--- src/rtl/dldf_pkg.sv ---
`timescale 1ns / 1ps
// ----------------------------------------------------------------------------
// dldf_pkg: shared types and constants of the DSD lookup-table FIR decimator
// Holds field widths, codes, reset values and the queue entry type.
// ----------------------------------------------------------------------------
package dldf_pkg;

  // Parameter defaults.
  localparam int DEF_MAX_BYTE_TAPS = 64;
  localparam int DEF_COEF_WIDTH    = 32;

  // Fixed field widths.
  localparam int CFG_W      = 7;
  localparam int CFG_IDX_W  = 2;
  localparam int ROW_IN_W   = 6;
  localparam int COEF_IN_W  = 32;
  localparam int PCM_W      = 38;
  localparam int GROUP_W    = 6;
  localparam int CLAMP_W    = 9;   // wide enough for the largest tap count
  localparam int ROW_MAX_W  = 8;   // row index of the largest tap count
  localparam int COEF_MAX_W = 48;  // widest stored coefficient

  localparam int QUEUE_DEPTH = 2;

  // Operation codes.
  localparam logic OP_PUSH = 1'b0;
  localparam logic OP_LOAD = 1'b1;

  // Configuration register indexes.
  localparam logic [CFG_IDX_W-1:0] CFG_LENGTH = 2'd0;
  localparam logic [CFG_IDX_W-1:0] CFG_DECIM  = 2'd1;

  localparam logic [CFG_W-1:0] LENGTH_RESET = 7'd8;
  localparam logic [CFG_W-1:0] DECIM_RESET  = 7'd8;
  localparam logic [CFG_W-1:0] DECIM_MAX    = 7'd64;

  // Idle DSD pattern held by every ring slot after a restart.
  localparam logic [7:0] IDLE_BYTE = 8'h69;

  // One classified beat on its way from the front to the back.
  typedef struct packed {
    logic                         op;
    logic                         emit;
    logic [7:0]                   dsd_byte;
    logic [ROW_MAX_W-1:0]         row;
    logic [7:0]                   col;
    logic signed [COEF_MAX_W-1:0] coef;
  } qent_t;

endpackage

--- src/rtl/dldf_front.sv ---
`timescale 1ns / 1ps
// ----------------------------------------------------------------------------
// dldf_front: input classifier
// Accepts beats, counts pushes per decimation group and queues work.
// ----------------------------------------------------------------------------
module dldf_front import dldf_pkg::*; #(
  parameter int MAX_BYTE_TAPS = DEF_MAX_BYTE_TAPS,
  parameter int COEF_WIDTH    = DEF_COEF_WIDTH
) (
  input  logic                        clk,
  input  logic                        rst,
  input  logic                        restart,
  input  logic [CFG_W-1:0]            dec_eff,
  input  logic                        in_valid,
  output logic                        in_ready,
  input  logic                        operation,
  input  logic [7:0]                  dsd_byte,
  input  logic [ROW_IN_W-1:0]         table_row,
  input  logic [7:0]                  table_byte,
  input  logic signed [COEF_IN_W-1:0] coefficient,
  output logic                        q_valid,
  input  logic                        q_ready,
  output qent_t                       q_entry
);

  localparam logic [CLAMP_W-1:0] TAPS = CLAMP_W'(MAX_BYTE_TAPS);

  logic [GROUP_W-1:0]          group_count;
  logic [GROUP_W:0]            group_inc;
  logic                        emit;
  logic                        row_ok;
  logic                        accept;
  logic signed [COEF_WIDTH-1:0] coef_fix;

  assign group_inc = {1'b0, group_count} + (GROUP_W + 1)'(1);
  assign emit      = (group_inc >= dec_eff);
  assign row_ok    = (CLAMP_W'(table_row) < TAPS);
  assign coef_fix  = COEF_WIDTH'(coefficient);

  // Loads aimed past the last row are taken and dropped here.
  assign in_ready = q_ready;
  assign q_valid  = in_valid && ((operation == OP_PUSH) || row_ok);
  assign accept   = in_valid && in_ready && (operation == OP_PUSH);

  always_comb begin
    q_entry          = '0;
    q_entry.op       = operation;
    q_entry.emit     = emit;
    q_entry.dsd_byte = dsd_byte;
    q_entry.row      = ROW_MAX_W'(table_row);
    q_entry.col      = table_byte;
    q_entry.coef     = COEF_MAX_W'(coef_fix);
  end

  always_ff @(posedge clk) begin
    if (rst || restart) begin
      group_count <= '0;
    end else if (accept) begin
      group_count <= emit ? '0 : group_inc[GROUP_W-1:0];
    end
  end

endmodule

--- config.mk ---
export PLATFORM = sky130hd
export DESIGN_NAME = dldf_front
export DESIGN_NICKNAME = d
export VERILOG_FILES = /design/src/rtl/dldf_pkg.sv /design/src/rtl/dldf_front.sv
export SDC_FILE = /design/constraint.sdc
export NUM_CORES = 1
export LEC_CHECK = 0
export CAP_MARGIN = 20
export CORE_ASPECT_RATIO = 1.5
export CORE_UTILIZATION = 25
export CTS_CLUSTER_DIAMETER = 120
export DETAILED_ROUTE_END_ITERATION = 6
export DONT_BUFFER_PORTS = 1
export MAX_ROUTING_LAYER = met4
export PLACE_DENSITY = 0.41
export SKIP_LAST_GASP = 1
export SLEW_MARGIN = 0
export SYNTH_ARGS = -nofsm -noshare
export SYNTH_HDL_FRONTEND = slang
export SYNTH_SLANG_ARGS = --single-unit
--- constraint.sdc ---
create_clock -name clk -period 5.4 [get_ports clk]
set_input_delay 0.81 -clock clk [delete_from_list [all_inputs] [get_ports clk]]
set_output_delay 0.81 -clock clk [all_outputs]
set_load 0.005 [all_outputs]
* Word level (Yosys, flattened, before mapping)
Index checks and enable logic that the tools add are counted.
** Storage, ports and cells
- Flip-flop bits (word level) :: 6
- Output and inout port bits :: 76
** Cells by class
- Add/subtract/negate cells :: 1
- Reductions and logical operators :: 3
- Muxes and demuxes :: 1
- Bitwise logic cells :: 1
- Magnitude comparators :: 1
** Operator list (count)
- adder 6 x 1 -> 7 bit (second input constant) :: 1
- >= comparator 7 bit :: 1
- two-way mux 6 bit :: 1
- logical AND 1 bit :: 2
- logical OR 1 bit :: 1
- inverter 1 bit :: 1

* Longest topological paths before layout
- Word-level depth :: 3
- Gate-level depth with buffers :: 10

* Least setup slack after synthesis
No wires, ideal clock.
- Path kind :: input -> output
- Start point :: input port dec_eff[6]
- End point :: output port q_entry[72] in the netlist's numbering
- Buffers on the path :: 1
- Setup slack :: 2.748 ns
- Stages on the path :: 7
- Required time :: 4.590 ns
- Data arrival time :: 1.842 ns
- Cell sequence :: inv_1 > ha_1 > a21oi_1 > and3_1 > a21boi_4 > inv_1 > buf_4
** Between the ends
- Cells in the longest elaborated chain, start to end :: 1
** RTL lines
- start: declaration :: line dldf_front.sv:13 : input logic [CFG_W-1:0] dec_eff,
- >= comparator 7 bit :: line dldf_front.sv:36 : assign emit = (group_inc >= dec_eff);
- end: declaration :: line dldf_front.sv:23 : output qent_t q_entry
No other way between the ends.

==> metrics.sh <==
MAXCAP_VIOL_COUNT=0
UNREPAIRED_SETUP_ENDPOINTS_AFTER_GLOBAL_ROUTING='no'
YS_FF_LATCH=6
CPMOSTUSEDCELL='ha_1'
YOSYSSEQAREASHARE_PCT=10.8
TIMING.SETUP.TNS_NS=0
DP_HPWL_MM=1.42
CP_SLOWEST_CELL='dfxtp_1'
SYN_INST=149
REG2REG_PATH_DEPTH=10
CLOCK-SKEW-FINAL_NS=0.000904
FINAL.FILL_COUNT=476
COUNT_OF_BUFFERING_CELLS_ON_THE_CRITICAL_PATH_WITH_INVERTERS_INCLUDED=1
MIN_PERIOD_OVER_PERIOD_PCT=55.3
SEQCELLAREA_SQ_UM=120
CP_CELL_SEQUENCE='ha_1 -> nand3_1 -> nand2b_1 -> nand2_1 -> ha_1 -> nand4_1 -> and3_1 -> a21boi_4 -> inv_1'
SYNTH.LIB_CELLS_USED.DISTINCT=22
ANTENNA_CELLS_INSERTED=0
YOSYS_WARNINGS=0
HOLD_VIOL=0
VIAS=552
MAPPEDNETLISTAREA_SQ_UM=1110
ROUTE.FINAL.WIRE_LENGTH_MM=1.68
INITIALDRTVIOLATIONCOUNT=15
DIE_HEIGHT_UM=83.6
LARGEST_REGISTER_FF_COUNT=6
MULTIINPUTGATEAREA_SQ_UM=383
DIE_WIDTH_UM=56.4
GLOBALPLACE.CONGESTION=0.833
VIAS_PER_CELL=4.49
H_TREE_LEVEL_COUNT=1
SYNTH-MAIN-FF-CELL='dfxtp_1'
RESULT_OF_THE_RUN='finished, final reports clean'
DATA_REQUIRED_TIME_OF_THE_CRITICAL_PATH_NS=4.59
SYN2LAYOUT_AREA_GROWTH_PCT=-42.1
DRT_PASS1_ITERATIONS=2
CTS_POST_SETUP_BUFFERS_INSERTED=0
CLKLATENCYLATEPIN_NS=0.22
GRT_PASS1_WL_MM=2.49
HOLD_BUFFERS=0
MAX-VDD-IR-DROP_mV=0.112
HOLDCRITPATHCLASS='flop to flop'
WORST-PATH-STAGES=9
DRC=0
FINALCRITICALPERIOD_NS=2.99
SYNTHARSTFLOPSHARE_PCT=0
WL_PER_CELL_UM=13.7
PLACED_CELL_AREA_SQ_UM=602
CLK_TRANSITION_REPORTED_PATHS_NS=0.04
CTS.ROOT.BUFFER_CELL='clkbuf_8'
CTS.REPAIR.RESIZED=0
NUM_CTS_BUFFERS=3
ARRIVAL_NS=2.18
CPPEAKSTAGEDELAY_NS=0.41
ANTENNA_FOUND_INITIAL=0
PATH_CLASS='flop to primary output'
FP.DIEAREA_SQ_UM=4720
NNETSFINAL=154
CTS.PATH.MAX_BUFFERS=2
MAXCLOCKFREQUENCY_MHz=335
END_KIND='primary output'
COREAREA_SQ_UM=4250
WHS_PATH_DEPTH=2
ROW_COUNT=29
STARTING_UTILIZATION_OF_THE_CORE_AREA_PCT=26.2
GRT_OVERFLOW_TOTAL=0
WORSTSETUPSTARTPOINTTYPE='flop'
SETUP_VIOL=0
DESIGN.PORTCOUNT=143
CLOCK_TREE_FROM_TRITONCTS='built'
DRT.ANTENNA.VIOLATING_NETS=0
TIMING.CRITICAL_PATH.MAX_DELAY_FAMILY='simple AND/OR/NAND/NOR gates'
LARGEST_REGISTERS='group_count: 6 flops'
MAX_FLOP_REGISTER='group_count'
PATH_MAX_FANOUT=8
GRT_PASS1_VIAS=551
POWER.DENSITY_nW_PER_UM2=190
GROUTE.USAGE.OVERALL_PCT=6.56
LEAKAGEPOWER_nW=0.291
FINALINSTANCEAREA_SQ_UM=643
LAYOUT_CELLS_SIZED_ABOVE_1_PCT=14.3
AVERAGE_CELL_AREA_AFTER_SYNTHESIS_SQ_UM=7.46
NUMBER_OF_ENABLE_FLIP_FLOP_CELLS_AFTER_SYNTHESIS=0
DRV_SLEW=0
PLACE.PORT_BUFFERS=0
CLOCK_SINKS=6
MAXIMUM_NUMBER_OF_PINS_ON_ONE_NET_BEFORE_GLOBAL_ROUTE_REPAIR=18
==> synthesized netlist by cell type (2+ instances only) <==
master    instances  share of area (%)
a31oi_1           3                1.7
a21oi_1           4                1.8
o21ai_1           2               0.90
inv_1            11                3.7
o22ai_1           3                1.7
nor2_1            5                1.7
dfxtp_1           6                 11
nand2_1          11                3.7
xor2_1            2                1.6
ha_1              8                9.0
buf_4            76                 51
nand3_2           2                1.8
or2_2             2                1.1
nand2b_1          2                1.1
nand3_1           5                2.3
==> tightest hold or removal path: stages, from the launching register on <==
cell and delay (ns):
dfxtp_1 0.32, nand2_1 0.06, a21oi_1 0.05
==> worst paths after layout <==
path                                                    end                         from  slack [ns]
worst min register to register  group_count[1]$_SDFFE_PP0P_  group_count[1]$_SDFFE_PP0P_        0.48
worst max-delay path                            q_entry[72]  group_count[0]$_SDFFE_PP0P_        2.41
worst min-delay path            group_count[1]$_SDFFE_PP0P_  group_count[1]$_SDFFE_PP0P_        0.48
worst max register to register  group_count[3]$_SDFFE_PP0P_  group_count[0]$_SDFFE_PP0P_        3.13
==> cell usage in the layout (no fill, tap or decap), drive strengths merged, types with 2 or more instances in the layout <==
| cell type | count |
|---|---|
| a21oi | 4 |
| a31oi | 3 |
| clkbuf | 3 |
| conb | 2 |
| dfxtp | 6 |
| ha | 8 |
| inv | 11 |
| nand2 | 11 |
| nand2b | 2 |
| nand3 | 7 |
| nor2 | 5 |
| o21ai | 2 |
| o22ai | 3 |
| or2 | 2 |
| xor2 | 2 |
==> power breakdown <==
group | switching, mW | total [mW] | internal, mW
registers | 0.000267 | 0.0450 | 0.0448
logic | 0.00685 | 0.0110 | 0.00416
clock network | 0.0185 | 0.0664 | 0.0478
total | 0.0257 | 0.122 | 0.0968
==> kinds of logic after synthesis <==
kind of cell | synth area share [%]
fa+ha+maj | 9.01
simple gates | 15.4
flops | 10.8
other cells | 0.338
compound gates | 7.77
buf+inv | 55.1
xor+xnor | 1.58
==> layer usage <==
layer	vias to the layer above	GRT usage (%)	wire (um)
met5	-	-	0
met4	0	4.43	36
met3	12	3.72	247
met2	48	9.41	740
met1	234	6.67	655
li1	258	-	-
==> area by class of cell <==
type | count | share of cell area [%]
clock buffer | 3 | 6.42
inverter | 11 | 6.42
multi-input combinational | 57 | 59.5
sequential | 6 | 18.7
tap | 46 | 8.95
==> metrics by stage <==
stage	hold WS, ns	instances	power (mW)	worst slack, ns	utilization [%]
6_report	0.483	123	0.122	2.41	15.1
5_1_grt	0.506	123	0.127	2.24	15.1
4_1_cts	0.484	123	0.124	2.39	15.1
3_5_place_dp	0.479	120	0.0569	2.63	14.2
3_3_place_gp	0.482	120	0.0566	2.71	14.2
2_1_floorplan	0.461	150	0.0994	2.75	-
No activity file was read; power rests on OpenSTA's default activity.
