[src/rtl/dldf_pkg.sv]
`timescale 1ns / 1ps
// ----------------------------------------------------------------------------
// dldf_pkg: shared types and constants of the DSD lookup-table FIR decimator
// Holds field widths, codes, reset values and the queue entry type.
// ----------------------------------------------------------------------------
package dldf_pkg;

  // Parameter defaults.
  localparam int DEF_MAX_BYTE_TAPS = 64;
  localparam int DEF_COEF_WIDTH    = 32;

  // Fixed field widths.
  localparam int CFG_W      = 7;
  localparam int CFG_IDX_W  = 2;
  localparam int ROW_IN_W   = 6;
  localparam int COEF_IN_W  = 32;
  localparam int PCM_W      = 38;
  localparam int GROUP_W    = 6;
  localparam int CLAMP_W    = 9;   // wide enough for the largest tap count
  localparam int ROW_MAX_W  = 8;   // row index of the largest tap count
  localparam int COEF_MAX_W = 48;  // widest stored coefficient

  localparam int QUEUE_DEPTH = 2;

  // Operation codes.
  localparam logic OP_PUSH = 1'b0;
  localparam logic OP_LOAD = 1'b1;

  // Configuration register indexes.
  localparam logic [CFG_IDX_W-1:0] CFG_LENGTH = 2'd0;
  localparam logic [CFG_IDX_W-1:0] CFG_DECIM  = 2'd1;

  localparam logic [CFG_W-1:0] LENGTH_RESET = 7'd8;
  localparam logic [CFG_W-1:0] DECIM_RESET  = 7'd8;
  localparam logic [CFG_W-1:0] DECIM_MAX    = 7'd64;

  // Idle DSD pattern held by every ring slot after a restart.
  localparam logic [7:0] IDLE_BYTE = 8'h69;

  // One classified beat on its way from the front to the back.
  typedef struct packed {
    logic                         op;
    logic                         emit;
    logic [7:0]                   dsd_byte;
    logic [ROW_MAX_W-1:0]         row;
    logic [7:0]                   col;
    logic signed [COEF_MAX_W-1:0] coef;
  } qent_t;

endpackage

[src/rtl/dldf_queue.sv]
`timescale 1ns / 1ps
// ----------------------------------------------------------------------------
// dldf_queue: short FIFO between front and back
// Holds classified beats so that each side can stall on its own.
// ----------------------------------------------------------------------------
module dldf_queue import dldf_pkg::*; (
  input  logic  clk,
  input  logic  rst,
  input  logic  wr_valid,
  output logic  wr_ready,
  input  qent_t wr_entry,
  output logic  rd_valid,
  input  logic  rd_pop,
  output qent_t rd_entry
);

  localparam int PTR_W = (QUEUE_DEPTH > 1) ? $clog2(QUEUE_DEPTH) : 1;
  localparam int CNT_W = $clog2(QUEUE_DEPTH + 1);

  qent_t             entries [QUEUE_DEPTH];
  logic [PTR_W-1:0]  wr_ptr;
  logic [PTR_W-1:0]  rd_ptr;
  logic [CNT_W-1:0]  count;
  logic              do_wr;
  logic              do_rd;

  assign wr_ready = (count != CNT_W'(QUEUE_DEPTH));
  assign rd_valid = (count != '0);
  assign rd_entry = entries[rd_ptr];
  assign do_wr    = wr_valid && wr_ready;
  assign do_rd    = rd_pop && rd_valid;

  always_ff @(posedge clk) begin
    if (do_wr) begin
      entries[wr_ptr] <= wr_entry;
    end
  end

  always_ff @(posedge clk) begin
    if (rst) begin
      wr_ptr <= '0;
      rd_ptr <= '0;
      count  <= '0;
    end else begin
      if (do_wr) begin
        wr_ptr <= (wr_ptr == PTR_W'(QUEUE_DEPTH - 1)) ? '0 : wr_ptr + PTR_W'(1);
      end
      if (do_rd) begin
        rd_ptr <= (rd_ptr == PTR_W'(QUEUE_DEPTH - 1)) ? '0 : rd_ptr + PTR_W'(1);
      end
      if (do_wr && !do_rd) begin
        count <= count + CNT_W'(1);
      end else if (do_rd && !do_wr) begin
        count <= count - CNT_W'(1);
      end
    end
  end

endmodule

[config.mk]
export PLATFORM = sky130hd
export DESIGN_NAME = dldf_queue
export DESIGN_NICKNAME = d
export VERILOG_FILES = /design/src/rtl/dldf_pkg.sv /design/src/rtl/dldf_queue.sv
export SDC_FILE = /design/constraint.sdc
export NUM_CORES = 1
export LEC_CHECK = 0
export BUFFER_PORTS_ARGS = -buffer_cell sky130_fd_sc_hd__clkbuf_2
export CORE_AREA = 3 3 123 149
export DETAILED_ROUTE_END_ITERATION = 6
export DIE_AREA = 0 0 126 152
export GPL_TIMING_DRIVEN = 1
export PLACE_DENSITY = 0.66
export SLEW_MARGIN = 20
export SYNTH_ARGS = -nofsm -noshare
export SYNTH_HDL_FRONTEND = slang
export SYNTH_SLANG_ARGS = --single-unit
[constraint.sdc]
create_clock -name clk -period 2.7 [get_ports clk]
set_clock_uncertainty 0.15 [all_clocks]
set_input_delay 0.135 -clock clk [delete_from_list [all_inputs] [get_ports clk]]
set_output_delay 0.135 -clock clk [all_outputs]
set_load 0.005 [all_outputs]
# --- After elaboration in Yosys (flattened, before gate mapping) ---
# Memories as Yosys holds them, arrays and structs flattened. A register that Yosys moved wholly into a read port is not among the register bits.
# Index checks and enable logic that the tools add are counted.
classes:
  n_bitwise: 0
  n_mux: 8
  mul: 0
  eq_ne: 1
  div: 0
  n_shift: 0
  add_sub_neg: 4
  n_reduce_logical: 8
  magnitude_cmp: 0
op_table:
  columns: ["operator", "n"]
  rows:
  - ["1-bit 2-to-1 mux", 6]
  - ["1-bit logical AND", 4]
  - ["2-bit 2-to-1 mux", 2]
  - ["2-bit nonzero test", 2]
  - ["1-bit adder, second input constant", 2]
  - ["2-bit by 1-bit adder with 2-bit output, second input constant", 1]
  - ["1-bit logical NOT", 2]
  - ["2-bit inequality test, second input constant", 1]
  - ["2-bit by 1-bit subtractor with 2-bit output, second input constant", 1]
totals:
  wordCells: 25
  regBits: 4
  ram_bits: 148
  rom_bits: 0
  latchBits: 0
  mem_count: 1
memory_table:
  columns: ["memory", "depth", "word_bits", "read_ports", "rd_clocked_by_memory_dff", "write_ports", "line", "text"]
  rows:
  - ["entries", 2, 74, 1, 1, 1, "dldf_queue.sv:20", "qent_t entries [QUEUE_DEPTH];"]

# --- Longest topological paths before layout ---
# Gate-level depths: netlist (run 1).
depth:
  word_depth: 6
  depth_mapped: 6

# --- Worst setup path after synthesis (run 1) ---
# No wires, ideal clock.
synth_path:
  kind: "reg-to-reg"
  from: "register count[0]"
  to: "memory entries[1][0] (netlist bit), enable pin"
  slack_ps: -265
  path_stages_with_launch: 3
  arrival_ps: 2375
  setup_time_ps: 441
  required_time_ps: 2109
  path_buffers: 0
  cell_sequence: "dfxtp_1 > nand2b_1 > and3_1"
synth_between:
  elab_chain_len: 4
synth_lines:
  columns: ["element", "line", "text"]
  rows:
  - ["from (decl)", "dldf_queue.sv:23", "logic [CNT_W-1:0] count;"]
  - ["from (signal assigned)", "dldf_queue.sv:52", "count <= count + CNT_W'(1);"]
  - ["from (signal assigned)", "dldf_queue.sv:54", "count <= count - CNT_W'(1);"]
  - ["2-bit inequality test", "dldf_queue.sv:27", "assign wr_ready = (count != CNT_W'(QUEUE_DEPTH));"]
  - ["named net wr_ready", "dldf_queue.sv:10", "output logic wr_ready,"]
  - ["1-bit logical AND", "dldf_queue.sv:30", "assign do_wr = wr_valid && wr_ready;"]
  - ["1-bit 2-to-1 mux", "dldf_queue.sv:34", "if (do_wr) begin"]
  - ["1-bit 2-to-1 mux (implied by the code)", "dldf_queue.sv:35", "entries[wr_ptr] <= wr_entry;"]
  - ["to (decl)", "dldf_queue.sv:20", null]
# The timed path passes the listed nets, and every way through them passes these cells.

==> impl_metrics.env, run 1 <==
export IMPL_htreeDepth=4
export IMPL_hold_viol_final=0
export IMPL_clock_path_buffers=2
export IMPL_clock_sinks=153
export IMPL_dr_pass1_iters=4
export IMPL_dpl_hpwl_um=6930
export IMPL_gp_congestion=0.691
export IMPL_clkTransAtPathRegs_ps=60
export IMPL_overflow=0
export IMPL_start_util_pct=33.0
export IMPL_drt_iter0_markers=174
export IMPL_drive_gt1_share_pct=52.0
export IMPL_io_pins=154
export IMPL_synthArstFlopShare_pct=0
export IMPL_max_slew_margin_pct=65.0
export IMPL_worst_pin_slew_ps=526
export IMPL_rsz0062_at_grt="false"
export IMPL_fin_crit_ps=2180
export IMPL_syn_nets=333
export IMPL_ys_ff_latch=153
export IMPL_grt_pass1_wl_um=17600
export IMPL_placed_cell_area_mm2=0.00661
export IMPL_grt_max_degree=40
export IMPL_setup_viol=0
export IMPL_synthFlopType="edfxtp_1"
export IMPL_syn_to_final_growth_pct=41.9
export IMPL_ctsResizeCount=0
export IMPL_synth_cell_types=19
export IMPL_crit_path_max_fanout=39
export IMPL_tritoncts="done"
export IMPL_status="finished clean"
export IMPL_power_static_leakage_nw=3.00
export IMPL_critPathArrivalTime_ps=1900
export IMPL_cp_start_kind="register"
export IMPL_final_area_mm2=0.00792
export IMPL_max_clock_freq_ghz=0.458
export IMPL_synth_edf_count=148
export IMPL_clk_insertion_delay_late_ps=400
export IMPL_syn_area_per_cell_um2=22.0
export IMPL_max_vdd_ir_drop_v=0.000518
export IMPL_tns_ps=0
export IMPL_synth_area_leader_cell="edfxtp_1"
export IMPL_wire_per_inst_um=14.9
export IMPL_netlist_area_leader_share_pct=79.6
export IMPL_die_height_um=152
export IMPL_synth_common_cells="edfxtp_1, mux2_2, buf_6"
export IMPL_ys_warn_count=0
export IMPL_antenna_left=0
export IMPL_yosysMostFrequentCell="edfxtp_1"
export IMPL_ys_top_cells_by_area="edfxtp_1, mux2_2, dfxtp_1"
export IMPL_die_area_mm2=0.0192
export IMPL_finalNetCount=579
export IMPL_grt_total_usage_pct=11.7
export IMPL_hold_path_class="input pin to register"
export IMPL_port_buffers=153
export IMPL_die_x_um=126
export IMPL_drt_drc_violations_left=0
export IMPL_drv_slew=0
export IMPL_cts_root_buf="clkbuf_16"
export IMPL_cp_end_kind="output port"
export IMPL_routed_via_density=4.33
export IMPL_grt_pass1_vias=3450
export IMPL_drv_cap=0
export IMPL_cts_made_buffers=17
export IMPL_yosysSeqAreaShare_pct=81.4
export IMPL_wl_um=10900
export IMPL_layout_worst_path_cycle_share_pct=80.8
export IMPL_syn_inst=254
export IMPL_synth_area_mm2=0.00558
export IMPL_core_area_mm2=0.0169
export IMPL_path_class="register to output port"
export IMPL_n_antenna_cell=0
export IMPL_vias=3158
export IMPL_power_density_mw_per_mm2=844
export IMPL_antenna_found_initial=0
export IMPL_worstPathRequired_ps=2410
export IMPL_rows=52
critical path, stage by stage (launching register included):
cell and delay, ps:
dfxtp_4 670, buf_12 290, mux2_2 380, clkbuf_2 120
sequential cells by signal, summed over array words and instances, names as in the netlist, named ones only:
name,cells
count,2
entries,148
rd_ptr,1
wr_ptr,1
cell usage in the layout, fill, tap and decap left out:
| master | Yosys | layout |
|---|---|---|
| clkbuf_2 | 0 | 153 |
| edfxtp_1 | 148 | 148 |
| dlygate4sd3_1 | 0 | 77 |
| mux2_2 | 74 | 74 |
| clkbuf_16 | 0 | 17 |
| clkinv_2 | 0 | 7 |
| clkinvlp_4 | 0 | 4 |
| dfxtp_1 | 5 | 4 |
| xor2_1 | 3 | 3 |
| nor2_1 | 3 | 3 |
| buf_4 | 1 | 3 |
| o21ai_0 | 2 | 2 |
| a21oi_1 | 2 | 2 |
| clkinv_4 | 0 | 2 |
| buf_12 | 0 | 2 |
| nand2b_1 | 1 | 1 |
| and2_1 | 1 | 1 |
| or2_2 | 1 | 1 |
| and3_4 | 0 | 1 |
| nand3b_1 | 1 | 1 |
| a21bo_2 | 1 | 1 |
| or3_1 | 1 | 1 |
| ha_1 | 1 | 1 |
| dfxtp_4 | 0 | 1 |
| clkbuf_1 | 0 | 1 |
| bufinv_16 | 0 | 1 |
| clkinv_1 | 0 | 1 |
per-layer routing:
metal	part of all wire (%)	routed length, um	track usage (%)	vias to the layer above
li1	-	-	-	1494
met1	38	4180	12.5	1563
met2	55	6000	21.1	90
met3	5.0	541	4.14	11
met4	1.5	165	4.34	0
met5	0	0	0	-
through the flow:
| stage | cells | hold slack (ps) | power [mW] | setup WS, ps | utilization [%] |
|---|---|---|---|---|---|
| floorplan | 254 | 54.1 | 3.96 | 382 | - |
| global placement | 620 | 176 | 4.50 | 873 | 39.1 |
| detailed placement | 620 | 179 | 4.54 | 831 | 39.1 |
| CTS | 729 | 160 | 6.80 | 457 | 46.8 |
| global route | 729 | 167 | 7.04 | 391 | 46.8 |
| finish | 729 | 175 | 6.69 | 518 | 46.8 |
final cells by class:
cell class              instances  area [um^2]
clock buffers                  18          429
fillers                      1469         9000
inverters                       1         7.51
well taps                     216          270
flip-flops and latches        153         4550
clock inverters                14          109
multi-input cells              92          957
repair buffers                235         1600
repair_timing:
item / CTS / global route
hold buffers: 77 / 0
buffers inserted: 0 / 0
hold endpoints to repair: 153 / 0
logic make-up after synthesis:
logic type      share of synthesized area (%)
compound gates                          0.538
flops                                    81.4
simple gates                            0.897
mux                                      14.9
buf+inv                                  1.50
fa+ha+maj                               0.224
xor+xnor                                0.471
power breakdown:
group,leakage (nW),switching (mW),internal (mW)
combinational,1.31,0.637,0.789
clock,0.262,0.890,1.25
sequential,1.42,0.148,2.97
total,3.00,1.67,5.01
worst paths after layout:
path / start / to / slack (ps) / depth (start not counted)
setup reg to reg: count[0] / entries[0][54] / 840 / 4
hold reg to reg: rd_ptr / rd_ptr / 370 / 2
setup / recovery: register / rd_entry[60] / 520 / 3
hold / removal: wr_valid / entries[1][29] / 170 / 2
Note: power is estimated with default switching activity, not from simulation.
==> run 2: changes to the inputs <==
--- a/config.mk
+++ b/config.mk
@@ -5,12 +5,13 @@
 export SDC_FILE = /design/constraint.sdc
 export NUM_CORES = 1
 export LEC_CHECK = 0
+export ABC_AREA = 1
 export BUFFER_PORTS_ARGS = -buffer_cell sky130_fd_sc_hd__clkbuf_2
-export CORE_AREA = 3 3 123 149
+export CORE_AREA = 3 3 126 152
 export DETAILED_ROUTE_END_ITERATION = 6
-export DIE_AREA = 0 0 126 152
+export DIE_AREA = 0 0 129 155
 export GPL_TIMING_DRIVEN = 1
-export PLACE_DENSITY = 0.66
+export PLACE_DENSITY = 0.64
 export SLEW_MARGIN = 20
 export SYNTH_ARGS = -nofsm -noshare
 export SYNTH_HDL_FRONTEND = slang
==> constraint.sdc (replaced) <==
create_clock -name clk -period 2.17 [get_ports clk]
set_clock_uncertainty 0.15 [all_clocks]
set_input_delay 0.1085 -clock clk [delete_from_list [all_inputs] [get_ports clk]]
set_output_delay 0.1085 -clock clk [all_outputs]
set_load 0.005 [all_outputs]
==> run 2 against run 1 <==
Compared with the run above:
- sequential power grew 23%
- register-to-register slack got worse by 250 ps
- synthesized cell count grew 5.1%
- routed wire length increased by 7.4%
- highest routed layer unchanged
- worst hold slack better by 110 ps
- sequential cell count is the same
- synthesized area is 4.4% higher
- utilization is 0.38 points higher
- worst setup slack got worse by 180 ps
- critical path depth unchanged
==> impl_metrics.env, run 2 <==
export IMPL_port_buffers=153
export IMPL_htreeDepth=4
export IMPL_status="finished clean"
export IMPL_wl_um=11700
export IMPL_placed_cell_area_mm2=0.00691
export IMPL_dr_pass1_iters=4
export IMPL_ys_ff_latch=153
export IMPL_overflow=0
export IMPL_power_density_mw_per_mm2=1090
export IMPL_die_height_um=155
export IMPL_top_regs="entries x148, count x2"
export IMPL_max_stage_delay_ps=390
export IMPL_dpl_cell_count=638
export IMPL_synth_area_leader_cell="edfxtp_1"
export IMPL_worst_pin_slew_ps=340
export IMPL_path_class="register to output port"
export IMPL_combPwrFrac_pct=22.9
export IMPL_netlist_area_leader_share_pct=76.3
export IMPL_drv_cap=0
export IMPL_internal_power_mw=6.94
export IMPL_drt_drc_violations_left=0
export IMPL_clk_insertion_delay_late_ps=410
export IMPL_hold_viol_final=0
export IMPL_core_area_mm2=0.0176
export IMPL_drt_iter0_markers=133
export IMPL_synth_cell_types=14
export IMPL_vias=3223
export IMPL_worstPathRequired_ps=1910
export IMPL_fin_crit_ps=1830
export IMPL_ys_warn_count=0
export IMPL_syn_nets=346
export IMPL_tritoncts="done"
export IMPL_rsz0062_at_grt="false"
export IMPL_die_x_um=129
export IMPL_yosysSeqAreaShare_pct=78.0
export IMPL_switching_power_mw=2.16
export IMPL_power_static_leakage_nw=3.31
export IMPL_hold_path_class="input pin to register"
export IMPL_final_area_mm2=0.00833
export IMPL_routed_via_density=4.31
export IMPL_drv_slew=0
export IMPL_syn_to_final_growth_pct=42.9
export IMPL_finalNetCount=593
export IMPL_synthFlopType="edfxtp_1"
export IMPL_seqPwrFrac_pct=42.3
export IMPL_wire_per_inst_um=15.6
export IMPL_cp_end_kind="output port"
export IMPL_synth_common_cells="edfxtp_1, mux2_4, mux2_2"
export IMPL_io_pins=154
export IMPL_antenna_found_initial=1
export IMPL_dpl_hpwl_um=7360
export IMPL_layout_worst_path_cycle_share_pct=84.6
export IMPL_layout_cells_non_filler=748
export IMPL_syn_area_per_cell_um2=21.8
export IMPL_cts_root_buf="clkbuf_16"
export IMPL_drive_gt1_share_pct=50.9
export IMPL_die_area_mm2=0.0200
export IMPL_ctsResizeCount=0
export IMPL_max_vdd_ir_drop_v=0.000656
export IMPL_largest_reg_flops=148
export IMPL_cts_made_buffers=17
export IMPL_rows=53
export IMPL_power_frac_clock_pct=34.7
export IMPL_grt_max_degree=58
export IMPL_antenna_left=0
export IMPL_grt_pass1_vias=3628
export IMPL_final_core_util_pct=47.2
export IMPL_syn_inst=267
export IMPL_clock_path_buffers=2
export IMPL_synth_edf_count=148
export IMPL_setup_viol=0
export IMPL_critPathArrivalTime_ps=1580
export IMPL_max_clock_freq_ghz=0.545
export IMPL_layout_common_cells="clkbuf_2, edfxtp_1, dlygate4sd3_1"
export IMPL_clkTransAtPathRegs_ps=60
export IMPL_grt_pass1_wl_um=17900
export IMPL_synthArstFlopShare_pct=0
export IMPL_cp_cell_sequence="buf_12, mux2_2, clkbuf_2"
export IMPL_start_util_pct=33.0
export IMPL_yosysMostFrequentCell="edfxtp_1"
export IMPL_gp_congestion=0.678
export IMPL_ys_top_cells_by_area="edfxtp_1, mux2_4, mux2_2"
export IMPL_max_slew_margin_pct=77.3
export IMPL_top_register="entries"
export IMPL_p_sw_share_pct=23.7
export IMPL_clock_sinks=153
export IMPL_crit_path_max_fanout=39
export IMPL_synth_area_mm2=0.00583
export IMPL_layout_commonest_cell="clkbuf_2"
export IMPL_cp_start_kind="register"
export IMPL_grt_total_usage_pct=11.9
export IMPL_slowest_stage="mux2_2"
==> run 2: cell count changes after synthesis, moves of 2 or more <==
cell,before,now
inv_1,1,8
mux2_2,74,14
mux2_4,0,60
nand2_1,0,9
nand3_1,0,2
nor2_1,3,7
xor2_1,3,0
==> run 2: worst max-delay path, delay by kind of cell (launching register included) <==
family | cells | cell delay (ps)
buffers and inverters | 2 | 400
flip-flops | 1 | 370
multiplexers | 1 | 390
==> run 2: kinds of logic after synthesis <==
logic type,count (synthesis),synth area share (%)
compound gates,4,0.344
fa+ha+maj,1,0.215
buf+inv,16,1.95
flops,153,78.0
mux,74,18.2
simple gates,19,1.31
==> run 2: final timing paths <==
kind | end | startpoint | depth (start not counted) | slack, ps
min reg2reg | rd_ptr | rd_ptr | 2 | 360
max reg2reg | count[1] | count[0] | 10 | 590
max | rd_entry[64] | register | 3 | 340
min | entries[1][28] | wr_entry[28] | 2 | 280
==> run 2: cell type report <==
type / count / area (um^2)
Antenna cell: 1 / 2.50
Fill cell: 1500 / 9310
Inverter: 8 / 30.0
Sequential cell: 153 / 4550
Tap cell: 220 / 275
Timing Repair Buffer: 236 / 1630
Clock buffer: 26 / 509
Clock inverter: 6 / 135
Multi-Input combinational cell: 98 / 1190
==> run 2: per-stage QoR <==
step	TNS [ps]	power, mW	setup WS, ps	hold WS (ps)
2_1_floorplan	-3880	5.15	-36.7	57.4
3_3_place_gp	0	5.89	673	148
3_5_place_dp	0	5.94	614	151
4_1_cts	0	9.26	280	245
5_1_grt	0	9.54	267	265
6_report	0	9.09	335	283
==> run 2: timing repair <==
| item | CTS | global route |
|---|---|---|
| buffers inserted | 0 | 0 |
| hold endpoints to repair | 153 | 0 |
| hold buffers | 77 | 0 |
==> run 2: layer usage <==
metal	part of all wire (%)	track usage [%]	wire, um	vias up
li1	-	-	-	1532
met1	38	11.9	4400	1576
met2	56	22.2	6510	100
met3	5.3	3.98	618	15
met4	1.4	4.60	167	0
met5	0	0	0	-
==> run 2: power by group through the flow <==
stage,logic [mW],registers [mW],clock network [mW]
after floorplan,1.26,3.88,0
after global placement,2.00,3.89,0
after detailed placement,2.03,3.92,0
after CTS,2.15,3.86,3.25
after global routing,2.26,3.88,3.39
final,2.09,3.85,3.16
